===== config.mk =====
export PLATFORM = sky130hd
export DESIGN_NAME = top_k_extreme_and_spread_tracker
export DESIGN_NICKNAME = d
export VERILOG_FILES = /design/src/tkst_pkg.sv /design/src/top_k_extreme_and_spread_tracker.sv /design/src/tkst_ctrl.sv /design/src/tkst_lists.sv
export SDC_FILE = /design/constraint.sdc
export NUM_CORES = 1
export LEC_CHECK = 0
export BUFFER_PORTS_ARGS = -buffer_cell sky130_fd_sc_hd__buf_2
export CAP_MARGIN = 0
export CORE_ASPECT_RATIO = 0.7
export CORE_MARGIN = 5
export CORE_UTILIZATION = 45
export DETAILED_ROUTE_END_ITERATION = 12
export GPL_TIMING_DRIVEN = 0
export PLACE_DENSITY = 0.64
export SKIP_LAST_GASP = 1
export SLEW_MARGIN = 25
export SYNTH_ARGS = -nofsm -noshare
export SYNTH_HDL_FRONTEND = slang
export SYNTH_SLANG_ARGS = --single-unit
export TNS_END_PERCENT = 10

===== constraint.sdc =====
create_clock -name clk -period 6.6 [get_ports clk]
set_input_delay 1.32 -clock clk [delete_from_list [all_inputs] [get_ports clk]]
set_output_delay 1.32 -clock clk [all_outputs]
set_load 0.02 [all_outputs]

===== src/tkst_pkg.sv =====
// Package for the top-K extreme and spread tracker.
// Holds the reading type, range bounds, default sizes, the sequencer state
// type and the control struct shared by the sequencer and the list unit.
`default_nettype none
package tkst_pkg;

	// Reading width and range.
	localparam int TEMP_W    = 9;
	localparam int TEMP_LOW  = -100;
	localparam int TEMP_HIGH = 171;

	// Widths of the report fields that are fixed.
	localparam int SPREAD_W  = 9;
	localparam int ROW_OUT_W = 6;

	// Default sizes handed to the top level parameters.
	localparam int LANES_DEF    = 8;
	localparam int TOP_K_DEF    = 5;
	localparam int MAX_ROWS_DEF = 64;

	typedef logic signed [TEMP_W-1:0] temp_t;

	// Sequencer states.
	typedef enum logic [1:0] {
		ST_IDLE,
		ST_INSERT,
		ST_SPREAD,
		ST_REPORT
	} tkst_state_t;

	// Control from the sequencer to the datapath.
	typedef struct packed {
		logic ins_en;    // insert the selected reading into the lists
		logic first;     // first reading of the row: restart row min and max
		logic spread_en; // compare the row spread with the kept one
		logic out_load;  // load the report into the output register
		logic clear;     // return the report period state to its reset values
	} ctrl_t;

	// Limit a raw reading to the legal range.
	function automatic temp_t clamp_temp(input temp_t raw);
		temp_t res;
		if (raw < temp_t'(TEMP_LOW)) begin
			res = temp_t'(TEMP_LOW);
		end else if (raw > temp_t'(TEMP_HIGH)) begin
			res = temp_t'(TEMP_HIGH);
		end else begin
			res = raw;
		end
		return res;
	endfunction

endpackage
`default_nettype wire


===== src/top_k_extreme_and_spread_tracker.sv =====
// Top level of the top-K extreme and spread tracker: row register, spread
// and row bookkeeping, report register and stream ports.
// Depends on tkst_pkg, tkst_ctrl and tkst_lists.
//
//  Port group  Dir  Content
//  s_axis      in   one row of LANES readings, tlast = end of report
//  m_axis      out  report: top and bottom lists, largest spread, its row
//
// A row is accepted, its readings then pass one after another through the
// shared insertion unit, and the spread update follows; an end-of-report row
// then loads the report. Ready is low while a row is at work. A report
// not yet taken holds in the output register while further rows are taken;
// only the next report waits for it. Reset sets the lists to the range bounds
// and clears spread, row index and the output valid flag.
`default_nettype none
module top_k_extreme_and_spread_tracker
	import tkst_pkg::*;
#(
	parameter int LANES    = LANES_DEF,
	parameter int TOP_K    = TOP_K_DEF,
	parameter int MAX_ROWS = MAX_ROWS_DEF
) (
	input  wire logic                                        clk,
	input  wire logic                                        arst_n,
	input  wire logic                                        s_axis_tvalid,
	output logic                                             s_axis_tready,
	// temp_0 .. temp_LANES-1, 9 bits each, from the lowest bit up
	input  wire logic [((LANES*TEMP_W+7)/8)*8-1:0]           s_axis_tdata,
	// end_of_report
	input  wire logic                                        s_axis_tlast,
	output logic                                             m_axis_tvalid,
	input  wire logic                                        m_axis_tready,
	// high_rank_1 .. high_rank_TOP_K, low_rank_1 .. low_rank_TOP_K,
	// largest_spread, spread_row, from the lowest bit up
	output logic [((2*TOP_K*TEMP_W+SPREAD_W+ROW_OUT_W+7)/8)*8-1:0] m_axis_tdata
);

	localparam int LANE_W    = $clog2(LANES);
	localparam int ROW_W     = $clog2(MAX_ROWS);
	localparam int ROW_EXT_W = (ROW_W > ROW_OUT_W) ? ROW_W : ROW_OUT_W;
	localparam int OUT_W     = ((2*TOP_K*TEMP_W + SPREAD_W + ROW_OUT_W + 7) / 8) * 8;
	localparam int SPREAD_LO = 2 * TOP_K * TEMP_W;
	localparam int ROW_LO    = SPREAD_LO + SPREAD_W;

	ctrl_t ctrl;
	logic in_fire, out_free;
	logic [LANE_W-1:0] lane;
	temp_t row_q [LANES];
	logic eor_q;
	temp_t lane_value;
	temp_t high_list [TOP_K];
	temp_t low_list [TOP_K];
	temp_t row_min, row_max;
	logic signed [TEMP_W:0] diff;
	logic [SPREAD_W-1:0] spread;
	logic [SPREAD_W-1:0] best_spread_q;
	logic [ROW_W-1:0] best_row_q, row_count_q;
	logic [ROW_EXT_W-1:0] row_ext;
	logic [OUT_W-1:0] out_word, out_data_q;
	logic out_valid_q;

	assign in_fire  = s_axis_tvalid && s_axis_tready;
	assign out_free = !out_valid_q || m_axis_tready;

	tkst_ctrl #(
		.LANES(LANES)
	) u_ctrl (
		.clk     (clk),
		.arst_n  (arst_n),
		.in_fire (in_fire),
		.eor     (eor_q),
		.out_free(out_free),
		.in_ready(s_axis_tready),
		.lane    (lane),
		.ctrl    (ctrl)
	);

	// Row register, loaded on an accepted transfer.
	always_ff @(posedge clk) begin
		if (in_fire) begin
			for (int i = 0; i < LANES; i++) begin
				row_q[i] <= temp_t'(s_axis_tdata[i*TEMP_W +: TEMP_W]);
			end
			eor_q <= s_axis_tlast;
		end
	end

	assign lane_value = clamp_temp(row_q[lane]);

	tkst_lists #(
		.TOP_K(TOP_K)
	) u_lists (
		.clk      (clk),
		.arst_n   (arst_n),
		.ctrl     (ctrl),
		.value    (lane_value),
		.high_list(high_list),
		.low_list (low_list),
		.row_min  (row_min),
		.row_max  (row_max)
	);

	// Spread of the finished row; it is never negative and fits in 9 bits.
	assign diff   = {row_max[TEMP_W-1], row_max} - {row_min[TEMP_W-1], row_min};
	assign spread = diff[SPREAD_W-1:0];

	// Largest spread, its row, and the row index of the report period.
	always_ff @(posedge clk or negedge arst_n) begin
		if (!arst_n) begin
			best_spread_q <= '0;
			best_row_q    <= '0;
			row_count_q   <= '0;
		end else if (ctrl.clear) begin
			best_spread_q <= '0;
			best_row_q    <= '0;
			row_count_q   <= '0;
		end else if (ctrl.spread_en) begin
			if (spread > best_spread_q) begin
				best_spread_q <= spread;
				best_row_q    <= row_count_q;
			end
			if (row_count_q == ROW_W'(MAX_ROWS - 1)) begin
				row_count_q <= '0;
			end else begin
				row_count_q <= row_count_q + 1'b1;
			end
		end
	end

	// Report word, packed from the lowest bit up.
	assign row_ext = ROW_EXT_W'(best_row_q);
	always_comb begin
		out_word = '0;
		for (int i = 0; i < TOP_K; i++) begin
			out_word[i*TEMP_W +: TEMP_W]         = high_list[i];
			out_word[(TOP_K+i)*TEMP_W +: TEMP_W] = low_list[i];
		end
		out_word[SPREAD_LO +: SPREAD_W] = best_spread_q;
		out_word[ROW_LO +: ROW_OUT_W]   = row_ext[ROW_OUT_W-1:0];
	end

	// Output register: holds a report until its transfer.
	always_ff @(posedge clk or negedge arst_n) begin
		if (!arst_n) begin
			out_valid_q <= 1'b0;
		end else if (ctrl.out_load) begin
			out_valid_q <= 1'b1;
		end else if (m_axis_tready) begin
			out_valid_q <= 1'b0;
		end
	end

	always_ff @(posedge clk) begin
		if (ctrl.out_load) begin
			out_data_q <= out_word;
		end
	end

	assign m_axis_tvalid = out_valid_q;
	assign m_axis_tdata  = out_data_q;

endmodule
`default_nettype wire


===== src/tkst_ctrl.sv =====
// Sequencer of the tracker: accepts a row, steps the list unit through
// its readings one a cycle, then runs the spread update and, for an
// end-of-report row, the report. Depends on tkst_pkg.
`default_nettype none
module tkst_ctrl
	import tkst_pkg::*;
#(
	parameter int LANES = LANES_DEF
) (
	input  wire logic                       clk,
	input  wire logic                       arst_n,
	input  wire logic                       in_fire,
	input  wire logic                       eor,
	input  wire logic                       out_free,
	output logic                            in_ready,
	output logic [$clog2(LANES)-1:0]        lane,
	output ctrl_t                           ctrl
);

	localparam int LANE_W = $clog2(LANES);

	tkst_state_t state_q, state_d;
	logic [LANE_W-1:0] lane_q;
	logic last_lane;

	assign last_lane = (lane_q == LANE_W'(LANES - 1));
	assign lane      = lane_q;

	// Next state.
	always_comb begin
		state_d = state_q;
		case (state_q)
			ST_IDLE: begin
				if (in_fire) begin
					state_d = ST_INSERT;
				end
			end
			ST_INSERT: begin
				if (last_lane) begin
					state_d = ST_SPREAD;
				end
			end
			ST_SPREAD: begin
				state_d = eor ? ST_REPORT : ST_IDLE;
			end
			ST_REPORT: begin
				if (out_free) begin
					state_d = ST_IDLE;
				end
			end
			default: begin
				state_d = ST_IDLE;
			end
		endcase
	end

	// Outputs decoded from the state.
	always_comb begin
		ctrl     = '0;
		in_ready = 1'b0;
		case (state_q)
			ST_IDLE: begin
				in_ready = 1'b1;
			end
			ST_INSERT: begin
				ctrl.ins_en = 1'b1;
				ctrl.first  = (lane_q == '0);
			end
			ST_SPREAD: begin
				ctrl.spread_en = 1'b1;
			end
			ST_REPORT: begin
				ctrl.out_load = out_free;
				ctrl.clear    = out_free;
			end
			default: begin
				ctrl = '0;
			end
		endcase
	end

	// State register and lane counter.
	always_ff @(posedge clk or negedge arst_n) begin
		if (!arst_n) begin
			state_q <= ST_IDLE;
			lane_q  <= '0;
		end else begin
			state_q <= state_d;
			if (state_q == ST_INSERT) begin
				lane_q <= last_lane ? '0 : lane_q + 1'b1;
			end
		end
	end

endmodule
`default_nettype wire


===== src/tkst_lists.sv =====
// Shared insertion unit: while ins_en is set, puts one reading a cycle into
// the sorted lists of the highest and lowest values, and tracks the minimum
// and maximum of the current row. Depends on tkst_pkg.
`default_nettype none
module tkst_lists
	import tkst_pkg::*;
#(
	parameter int TOP_K = TOP_K_DEF
) (
	input  wire logic  clk,
	input  wire logic  arst_n,
	input  wire ctrl_t ctrl,
	input  wire temp_t value,
	output temp_t      high_list [TOP_K],
	output temp_t      low_list [TOP_K],
	output temp_t      row_min,
	output temp_t      row_max
);

	temp_t high_q [TOP_K];
	temp_t low_q [TOP_K];
	temp_t high_d [TOP_K];
	temp_t low_d [TOP_K];
	temp_t row_min_q, row_max_q;
	logic [TOP_K-1:0] gt, lt;

	// Parallel insertion: every slot the value beats moves one place down,
	// and the value lands in the first such slot. The last slot falls out.
	always_comb begin
		for (int i = 0; i < TOP_K; i++) begin
			gt[i] = (value > high_q[i]);
			lt[i] = (value < low_q[i]);
		end
		for (int i = 0; i < TOP_K; i++) begin
			if (!gt[i]) begin
				high_d[i] = high_q[i];
			end else if (i == 0) begin
				high_d[i] = value;
			end else if (!gt[i-1]) begin
				high_d[i] = value;
			end else begin
				high_d[i] = high_q[i-1];
			end
			if (!lt[i]) begin
				low_d[i] = low_q[i];
			end else if (i == 0) begin
				low_d[i] = value;
			end else if (!lt[i-1]) begin
				low_d[i] = value;
			end else begin
				low_d[i] = low_q[i-1];
			end
		end
	end

	// List registers, cleared at reset and at the end of a report.
	always_ff @(posedge clk or negedge arst_n) begin
		if (!arst_n) begin
			for (int i = 0; i < TOP_K; i++) begin
				high_q[i] <= temp_t'(TEMP_LOW);
				low_q[i]  <= temp_t'(TEMP_HIGH);
			end
		end else if (ctrl.clear) begin
			for (int i = 0; i < TOP_K; i++) begin
				high_q[i] <= temp_t'(TEMP_LOW);
				low_q[i]  <= temp_t'(TEMP_HIGH);
			end
		end else if (ctrl.ins_en) begin
			high_q <= high_d;
			low_q  <= low_d;
		end
	end

	// Row minimum and maximum; the first reading of a row starts them afresh.
	always_ff @(posedge clk) begin
		if (ctrl.ins_en) begin
			if (ctrl.first || value < row_min_q) begin
				row_min_q <= value;
			end
			if (ctrl.first || value > row_max_q) begin
				row_max_q <= value;
			end
		end
	end

	assign high_list = high_q;
	assign low_list  = low_q;
	assign row_min   = row_min_q;
	assign row_max   = row_max_q;

endmodule
`default_nettype wire


# --- Word-level counts from Yosys, hierarchy flattened ---
# Memory sizes are Yosys's and may differ from the RTL's.
# Cells that the tools add are included.
op_classes:
  addsub: 3
  order_cmp: 15
  eq_ne: 8
  muxes: 47
  reduce_logical: 35
op_table:
  columns: ["operator", "n"]
  rows:
  - ["two-way mux 9 bit", 23]
  - ["two-way mux 45 bit", 4]
  - ["greater-than comparator 9 bit", 7]
  - ["less-than comparator 9 bit", 6]
  - ["two-way mux 6 bit", 6]
  - ["nonzero test 2 bit", 14]
  - ["AND reduction 2 bit", 13]
  - ["two-way mux 2 bit", 6]
  - ["greater-than comparator 9 bit, second input constant", 1]
  - ["less-than comparator 9 x 8 -> 1 bit, second input constant", 1]
  - ["subtractor 9 bit", 1]
  - ["case mux 2 bit (4 select lines)", 1]
  - ["adder 6 x 1 -> 6 bit, second input constant", 1]
  - ["equality test 6 bit, second input constant", 1]
  - ["two-way mux 1 bit", 6]
  - ["equality test 2 bit, second input constant", 2]
  - ["!= test 2 x 1 -> 1 bit, second input constant", 2]
  - ["adder 3 x 1 -> 3 bit, second input constant", 1]
  - ["equality test 3 bit, second input constant", 1]
  - ["zero test 3 bit", 1]
  - ["logical OR 1 bit", 3]
  - ["two-way mux 3 bit", 1]
  - ["AND reduction 3 bit", 1]
  - ["equality test 2 x 1 -> 1 bit, second input constant", 1]
  - ["4 further kinds", 4]
totals:
  register_bits: 241
  ramBits: 72
  in_bits: 77
  out_inout_bits: 114
  elab_cells: 129
  memories: 1
mem_list:
  columns: ["name", "words", "width", "read_ports", "rd_ports_with_merged_regs", "wr", "line", "source"]
  rows:
  - ["row_q", 8, 9, 1, 0, 8, "top_k_extreme_and_spread_tracker.sv:48", "temp_t row_q [LANES];"]

# --- Longest topological paths before layout ---
# Gate-level depths: netlist (run 1).
# An unclocked memory read counts as a cell.
depth:
  depth_word: 9
  mapped_depth: 21
  depth_no_buf: 17

# --- Hierarchy ---
# A second synthesis (run 1) with hierarchy kept.
hier_totals:
  hier_cells: 1299
  hier_area_um2: 15775.1
modules_own_cells:
  columns: ["mod", "instances", "cells_each", "area_per_inst_um2"]
  rows:
  - ["top_k_extreme_and_spread_tracker", 1, 428, 7815.0]
  - ["tkst_lists", 1, 844, 7633.6]
  - ["tkst_ctrl", 1, 27, 326.6]

# --- Least setup slack after synthesis (run 1) ---
# Ideal clock, no wire load.
synth_timing:
  path_kind: "in2reg"
  from: "input m_axis_tready"
  to: "register out_data_q[0], in the netlist m_axis_tdata[0], enable pin"
  arrival_ns: 5.086
  required_ns: 6.089
  setup_slack_ns: 1.004
  path_stages: 5
  n_path_buf: 2
  path_cell_list: "nand2b_1 nand3_1 inv_1 clkbuf_1 clkbuf_1"
synth_between:
  elab_chain_cells: 2
synth_lines:
  columns: ["item", "line", "source"]
  rows:
  - ["start, declared", "top_k_extreme_and_spread_tracker.sv:32", "input wire logic m_axis_tready,"]
  - ["logical OR 1 bit", "top_k_extreme_and_spread_tracker.sv:63", "assign out_free = !out_valid_q || m_axis_tready;"]
  - ["two-way mux 2 bit", "tkst_ctrl.sv:61", "case (state_q)"]
  - ["end signal, assigned", "top_k_extreme_and_spread_tracker.sv:155", "out_data_q <= out_word;"]
  - ["end, declared", "top_k_extreme_and_spread_tracker.sv:59", "logic [OUT_W-1:0] out_word, out_data_q;"]
# Every way passes these cells.
# A chain may end at the register's enable or synchronous reset.

# --- Worst setup path after layout (run 1) ---
layout_timing:
  from: "register u_ctrl.lane_q[2], in the netlist u_ctrl.lane[2]"
  to: "register u_lists.high_q, in the netlist u_lists.high_list[1]"
layout_between:
  elab_chain_cells: 9
  elab_cells_between_ends: 13
  cone_classes: "order compare (4); mux (6); reduce/logical (2); memory (1)"
layout_lines:
  columns: ["item", "line", "source"]
  rows:
  - ["start, declared", "tkst_ctrl.sv:23", "logic [LANE_W-1:0] lane_q;"]
  - ["start signal, assigned", "tkst_ctrl.sv:90", "lane_q <= last_lane ? '0 : lane_q + 1'b1;"]
  - ["memory read (8 x 9 bit) (*)", null, null]
  - ["greater-than comparator 9 bit", "tkst_pkg.sv:45", "end else if (raw > temp_t'(TEMP_HIGH)) begin"]
  - ["two-way mux 9 bit", "tkst_pkg.sv:45", null]
  - ["two-way mux 9 bit (*)", "tkst_pkg.sv:43", "if (raw < temp_t'(TEMP_LOW)) begin"]
  - ["net lane_value[8]", "top_k_extreme_and_spread_tracker.sv:50", "temp_t lane_value;"]
  - ["greater-than comparator 9 bit", "tkst_lists.sv:31", "gt[i] = (value > high_q[i]);"]
  - ["two-way mux 9 bit", "tkst_lists.sv:39", "end else if (!gt[i-1]) begin"]
  - ["two-way mux 9 bit", "tkst_lists.sv:35", "if (!gt[i]) begin"]
  - ["two-way mux 45 bit", "tkst_lists.sv:68", "end else if (ctrl.ins_en) begin"]
  - ["two-way mux 45 bit", "tkst_lists.sv:63", "end else if (ctrl.clear) begin"]
  - ["end signal, assigned by index", "tkst_lists.sv:60", "high_q[i] <= temp_t'(TEMP_LOW);"]
  - ["end signal, assigned by index", "tkst_lists.sv:65", "high_q[i] <= temp_t'(TEMP_LOW);"]
  - ["end signal, assigned", "tkst_lists.sv:69", "high_q <= high_d;"]
  - ["end, declared", "tkst_lists.sv:20", "temp_t high_q [TOP_K];"]
# The timed path passes the listed nets; every way through them passes the cells marked *. The select of a mux whose other input is x is not followed.

==> metrics list, run 1 <==
* Summed negative setup slack over all endpoints: 0 ns
- XOR/XNOR Fraction of Synth Area: less than 1%
- Clock-pin slew was measured on the worst setup and hold paths at approximately 0.06 ns.
- Clock latency on the worst-skew pair, taken at its later pin, is around 0.57 ns.
- STA puts the critical path data required time at 7.03 ns.
- The floorplan has 57 rows.
- The count of nets left with antenna violations once routing finished came out at 0.
- Grt met1 use: 30.8%
- RSZ-0062 raised after global routing: yes
* Max Cap Viol: 0
- The longest clock path from root to sink contains 3 buffers.
- Input and output buffers added on the ports amount to between 150 and 200.
* Total congestion overflow after global routing: 0
- Postcts setup bufs: 0
- Along the worst hold path, the cell count comes to 0.
- The worst register-to-register path has a depth of 17.
* Count of pins over their slew limit: 0
- Before CTS, the worst setup slack after placement is between 0.03 and 0.04 ns.
- Classification of the worst-slack hold path: reg2reg
- Most frequently used flop master after synthesis: sky130_fd_sc_hd__edfxtp_1
- Root buffer selected by CTS: sky130_fd_sc_hd__clkbuf_16
- Worst hold path endpoint: m_axis_tdata[93]
- After layout, the worst setup slack is 0.158 ns.
- Dividing the synthesized area by the synthesized cell count gives 12.3 um2.
- Setup violations remaining at the end of the flow were counted as 0.
- The worst setup path is captured at a flop.
* I/O pin total: roughly 190
- For met3 alone, demand over resource in global routing was about 4.4%.
* Highest-count cells in the layout ignoring fill and taps: sky130_fd_sc_hd__edfxtp_1, sky130_fd_sc_hd__buf_2, sky130_fd_sc_hd__inv_1
- Worst flop-to-flop path endpoint: u_lists.high_list[1]
* Crit Reg-Reg Startpoint: u_ctrl.lane[2]
- Sequential elements use 56.9% of the synthesized area.
- In this run the most used layer during global routing was met1.
- Layout Skew: 0.0104 ns
- During synthesis, Yosys emitted a total of 0 warnings.
- Number of H-tree branching levels: 1
- Number of enable flip-flop cells after synthesis: between 150 and 200
- The total area inside the core boundary comes to 34400 um2.
- Combinational family with the most area after synthesis: compound AO/OA/AOI/OAI gates
- After synthesis, the netlist uses 64 different library cells.
- Residual DRC count: 0
- Cell area after synthesis: 15600 um2
- Post-synthesis adder-cell area fraction: approximately 10%
- TritonCTS created 31 clock buffers.
- The worst pin sits at a relative slew slack of between 30% and 40%.
- Grt met2 use: 30.2%
* Antenna violations before repair: 0
* Portion of the clock cycle consumed by the worst path in the final layout: 97.6%
* Final layout net count: ~1700
* Share of flip-flops with an asynchronous set or reset after synthesis: between 30% and 40%
- The synthesized netlist devotes 10.8% of its cell area to compound gates.
- Vias: 10700
- Using the TritonRoute via totals, the vias-per-cell ratio works out to 5.40.
- Entering global routing, the biggest net connects 82 pins.
- Compared with the post-synthesis result, the final layout area differs by 18.8%.
* Total Wirelength: 39500 um
- Summed over all nets, the half-perimeter wirelength after detailed placement is between 20000 and 30000 um.
- The worst setup path is launched from a flop.
- TritonCTS built the clock tree.
- Counting flops and latches in the post-synthesis netlist gives roughly 310.
- The synthesized design spends more area on one cell type than any other, namely sky130_fd_sc_hd__edfxtp_1.
* Effective utilization at floorplan: 45.2%
- Leaving out fill and tap cells, the most frequent cell in the layout is sky130_fd_sc_hd__edfxtp_1.
* Global-route wire length before repair: 61600 um
* Maximum clock frequency: between 150 and 200 MHz
- Reg2Reg Setup Slack: 0.16 ns
- The number of global-route vias before repair came to 10700.
* Least-Margin Pin Slew: between 0.9 and 1 ns
* Syn Inst Count: about 1300
* Die span in y: 166 um
- Simple-gate share of the synthesized area: 7.42%
- Final Hold Vio Count: 0
* Final core utilization: 53.7%
* Most area-consuming cells after synthesis: sky130_fd_sc_hd__edfxtp_1, sky130_fd_sc_hd__dfrtp_1, sky130_fd_sc_hd__ha_1, sky130_fd_sc_hd__dfstp_2, sky130_fd_sc_hd__mux2i_1
- The repair_antennas step left the layout with diodes totalling 0.
- Minimum clock period: roughly 6.4 ns
- Synth top area share: 37.8%
* Initial DRC Count: 1078
- Of the cells placed in the final design, the portion with a size suffix greater than 1 is 23.6%.
* Critical path type: reg2reg
- From left edge to right edge, the die measures between 200 and 250 um.
* Outcome: complete, no violations
- Measured against the total synthesized area, the mux share comes to roughly a tenth.
- Final RePlAce weighted congestion: 0.892
- In the final routed layout, each cell accounts on average for a little under 20 um.
- The floorplan step defined a die boundary enclosing 38500 um2.
* CP Max Fanout: 23
- Clk sink count: around 310
* Arrival time of the worst setup path: 6.87 ns
* Detailed Routing Iterations Pass 1: 5
- Total track usage: 20.2%
- Startpoint of the most critical hold path: best_spread_q[3]
[timing repair]
item	in CTS	in global routing
setup endpoints to repair	0	41
resized for setup	0	1
hold endpoints to repair	0	0
hold buffers	0	0
[registers in the layout, summed over array words and instances, names as in the netlist]
register           count
m_axis_tdata         105
row_q                 72
u_lists.high_list     45
u_lists.low_list      45
best_spread_q          9
u_lists.row_max        9
u_lists.row_min        9
best_row_q             6
row_count_q            6
u_ctrl.lane            3
u_ctrl.state_q         2
eor_q                  1
m_axis_tvalid          1
[stage by stage]
step	hold WS [ns]	cells	area (um2)
5_1_grt	0.455	1992	18500
4_1_cts	0.450	1992	18500
6_report	0.447	1992	18500
3_5_place_dp	0.433	1935	17500
2_1_floorplan	0.425	1269	15600
3_3_place_gp	0.436	1924	17100
[Yosys cell counts (all sizes together) (2+ instances only)]
master / n
o21a: 18
inv: 128
o221ai: 2
o41ai: 10
buf: 21
a21oi: 49
nand2: 77
or2: 3
o311ai: 3
nor2b: 16
nand4: 25
o21ai: 100
dfstp: 50
edfxtp: 196
a211oi: 5
or3b: 2
mux4: 14
a21o: 8
mux2: 11
dfrtp: 67
o21bai: 5
nand2b: 11
o31ai: 11
nor3: 11
o31a: 2
xor2: 3
o211a: 4
o22ai: 2
or3: 3
mux2i: 103
nor4: 5
xnor2: 5
a31oi: 15
clkbuf: 34
nor2: 45
o211ai: 21
ha: 123
a211o: 4
and3: 3
nand3: 35
[worst max-delay path by stage]
stage                            to  slack, ns           start  depth (start not counted)
4_1_cts        u_lists.high_list[1]       0.02  u_ctrl.lane[2]                         17
5_1_grt        u_lists.high_list[6]      -0.11  u_ctrl.lane[2]                         17
6_report       u_lists.high_list[1]       0.16  u_ctrl.lane[2]                         17
2_1_floorplan       m_axis_tdata[0]       1.00   m_axis_tready                          5
3_5_place_dp   u_lists.high_list[1]       0.03  u_ctrl.lane[2]                         17
3_3_place_gp   u_lists.high_list[1]      -1.16  u_ctrl.lane[2]                         17
[final cells by class]
class / instances / area, um2
Clock inverter: 15 / 195
Fill cell: 2935 / 15900
Buffer: 55 / 277
Inverter: 129 / 484
Timing Repair Buffer: 194 / 1200
Multi-Input combinational cell: 772 / 6040
Clock buffer: 42 / 847
Sequential cell: 313 / 8880
Tap cell: 472 / 591
[critical path: stages, from the launching register on]
cell and delay (ns):
sky130_fd_sc_hd__dfrtp_1 0.47, sky130_fd_sc_hd__buf_2 0.32, sky130_fd_sc_hd__mux4_2 0.24, sky130_fd_sc_hd__mux2_2 0.65, sky130_fd_sc_hd__inv_1 0.42, sky130_fd_sc_hd__a221oi_1 0.85
sky130_fd_sc_hd__buf_2 0.46, sky130_fd_sc_hd__a21o_1 0.62, sky130_fd_sc_hd__ha_1 0.26, sky130_fd_sc_hd__nor2b_1 0.04, sky130_fd_sc_hd__o21a_1 0.16, sky130_fd_sc_hd__o21a_1 0.16
sky130_fd_sc_hd__o21a_1 0.16, sky130_fd_sc_hd__o21a_1 0.16, sky130_fd_sc_hd__o21a_1 0.18, sky130_fd_sc_hd__o31ai_2 0.53, sky130_fd_sc_hd__clkbuf_1 0.39, sky130_fd_sc_hd__o21ai_0 0.18
[cells by family (layout without fill, tap and decap cells)]
group	after synthesis	count (layout)
flops	313	313
buf+inv	184	435
compound gates	265	265
simple gates	240	240
other cells	1	7
mux	128	128
fa+ha+maj	124	124
xor+xnor	8	8
[metal layers]
layer	wire length, um	up-vias
li1	-	5126
met2	17000	325
met3	2780	45
met4	607	0
met1	19100	5253
met5	0	-
Power of run 1 is not shown: default switching activity piles up to over one toggle a cycle in this logic, so the estimate is an artifact.
==> run 2: changes to the inputs <==
--- a/config.mk
+++ b/config.mk
@@ -10,8 +10,8 @@
 export CORE_ASPECT_RATIO = 0.7
 export CORE_MARGIN = 5
 export CORE_UTILIZATION = 45
+export CTS_BUF_LIST = sky130_fd_sc_hd__clkbuf_8
 export DETAILED_ROUTE_END_ITERATION = 12
-export GPL_TIMING_DRIVEN = 0
 export PLACE_DENSITY = 0.64
 export SKIP_LAST_GASP = 1
 export SLEW_MARGIN = 25
==> run 2 against run 1 <==
Register-to-register slack improved by 0.99 ns. Final cell count decreased by 0.10%. Core utilization decreased by 1.0 points. Sequential share of layout area increased by 0.95 points. Critical path type unchanged.
==> metrics list, run 2 (synthesized netlist as in run 1, its figures left out) <==
- Outcome: complete, no violations
- The final hold violation count came to 0.
- TritonCTS built the clock tree.
- The number of antenna violations at the first check in global routing was 0.
* Initial DRC Count: 836
- The first global-routing pass estimated between 60000 and 70000 um of wire.
* Highest-count cells in the layout ignoring fill and taps: sky130_fd_sc_hd__edfxtp_1, sky130_fd_sc_hd__buf_2, sky130_fd_sc_hd__inv_1
- In this run the critical register-to-register path is launched from u_ctrl.lane[0].
- Compared with the post-synthesis result, the final layout area differs by 16.5%.
* Finish-stage setup viols: 0
* Layout Skew: approximately 0.019 ns
- Effective utilization at floorplan: 45.2%
- Arrival time of the worst setup path: 5.96 ns
* Root buffer selected by CTS: sky130_fd_sc_hd__clkbuf_8
- In the routed design, unresolved DRC markers number 0.
* Clock Latency Late Sink: 0.59 ns
* Largest net degree at the start of global routing: 102
* Ant diodes: 0
* Fraction of layout cells with a size suffix above 1: 25.2%
- Global routing finished with a remaining overflow of 0.
- Final layout net count: 1678
- Global routing used around 20% of the available tracks.
- Postcts setup bufs: 0
- Wire length per cell after detailed routing: 19.1 um
* RSZ-0062 raised after global routing: no
- Total Wirelength: 38100 um
* CP Max Fanout: 18
* Via count of the first global-routing pass: 10600
* Portion of the clock cycle consumed by the worst path in the final layout: between 80% and 90%
* TritonCTS Buffers: 49
- Clock tree synthesis found a total of around 310 sinks.
- I/O pin total: 191
- In this run the tightest slew margin relative to its limit is about two fifths.
* Maximum clock frequency: approximately 180 MHz
* Max Cap Viol: 0
* Die span in y: between 150 and 200 um
* Classification of the worst-slack hold path: reg2reg
- Kind of capture point of the worst setup path: flop
* Final RePlAce weighted congestion: 0.874
- The pre-antenna-repair detailed-routing pass consisted of 5 iterations.
- STA puts the critical path data required time at slightly above 7 ns.
* Count of pins over their slew limit: 0
* Worst setup SP type: flop
* Minimum clock period: 5.45 ns
- Number of buffers added on ports: 183
- The startpoint identified for the worst hold timing path is best_row_q[5].
- Summed over all failing endpoints, the final setup total negative slack is 0 ns.
* Placeable Area: between 30000 and 40000 um2
* CTS Hold Buffers Added: 0
- Detail Route Antenna Nets: 0
- Standard-cell rows: between 50 and 60
* Die width: 232 um
* Worst-case clock buffer depth: 3
- After clock tree synthesis, the clock-pin slew on the worst setup and hold paths is approximately 0.07 ns.
- At the pin with the least slew margin, the transition time is 0.899 ns.
* Number of flip-flops under the largest register name: 105
- The die covers roughly 39000 um2.
- Average vias per placed instance: 5.28
- The most critical setup path has its startpoint at u_ctrl.lane[0].
* Number of H-tree branching levels: 2
- Detailed routing inserted a total of 10500 vias.
* Number of gates given a new drive strength after cts: 0
* Most frequent standard cell in the layout excluding fill and tap cells: sky130_fd_sc_hd__edfxtp_1
- After legalization and detailed placement, the total HPWL measured 26100 um.
- Critical path type: reg2reg
[run 2: cell count changes in the layout (fill, tap and decap cells not counted), sizes merged]
cell / before / now
clkbuf: 76 / 58
inv: 129 / 140
clkinv: 8 / 18
buf: 215 / 212
clkinvlp: 3 / 1
[run 2: layout make-up]
type	count	area, um2
fill	2963	16300
sequential	313	8880
inverter	129	489
clock buffer	58	798
multi-input combinational	772	6010
clock inverter	34	249
tap	472	591
timing repair buffer	212	1140
[run 2: metrics by stage]
step                instance area, um2  hold slack, ns  setup WS (ns)  cells  util (%)
CTS                              18100           0.451           1.14   1990      52.7
detailed placement               17100           0.434           1.16   1898      49.6
floorplan                        15600           0.425           1.00   1269         -
finish                           18200           0.449           1.15   1990      52.7
global placement                 17100           0.436           1.15   1898      49.6
global route                     18200           0.469          0.717   1990      52.7
[run 2: critical path: stages (launching register included)]
cell and delay, ns:
sky130_fd_sc_hd__dfrtp_1 0.85, sky130_fd_sc_hd__mux4_2 0.60, sky130_fd_sc_hd__mux2_2 0.28, sky130_fd_sc_hd__nor2b_1 0.15, sky130_fd_sc_hd__o311a_4 0.46, sky130_fd_sc_hd__a311oi_1 0.34
sky130_fd_sc_hd__nor2_2 0.20, sky130_fd_sc_hd__ha_1 0.36, sky130_fd_sc_hd__o21ai_0 0.17, sky130_fd_sc_hd__a21oi_1 0.08, sky130_fd_sc_hd__o21ai_0 0.32, sky130_fd_sc_hd__nand3_1 0.13
sky130_fd_sc_hd__o21ai_1 0.24, sky130_fd_sc_hd__o21ai_0 0.12, sky130_fd_sc_hd__o31a_1 0.28, sky130_fd_sc_hd__buf_4 0.28, sky130_fd_sc_hd__nor2_2 0.30, sky130_fd_sc_hd__mux2i_1 0.23
[run 2: final timing paths]
check	endpoint	slack [ns]	depth (start not counted)
max	u_lists.low_list[17]	1.15	17
max reg2reg	u_lists.low_list[17]	1.15	17
min reg2reg	m_axis_tdata[104]	0.45	0
min in group asynchronous	best_spread_q[2]	0.80	1
max in group asynchronous	u_lists.high_list[32]	4.47	2
min	m_axis_tdata[104]	0.45	0
[run 2: routing by layer]
| layer | track usage [%] | up-vias | share of wire, % |
|---|---|---|---|
| met5 | 0 | - | 0 |
| met1 | 30.6 | 5072 | 49 |
| li1 | - | 5079 | - |
| met3 | 4.47 | 56 | 6.8 |
| met4 | 4.36 | 0 | 1.7 |
| met2 | 28.1 | 299 | 43 |
Power of run 2 is left out for the same reason.
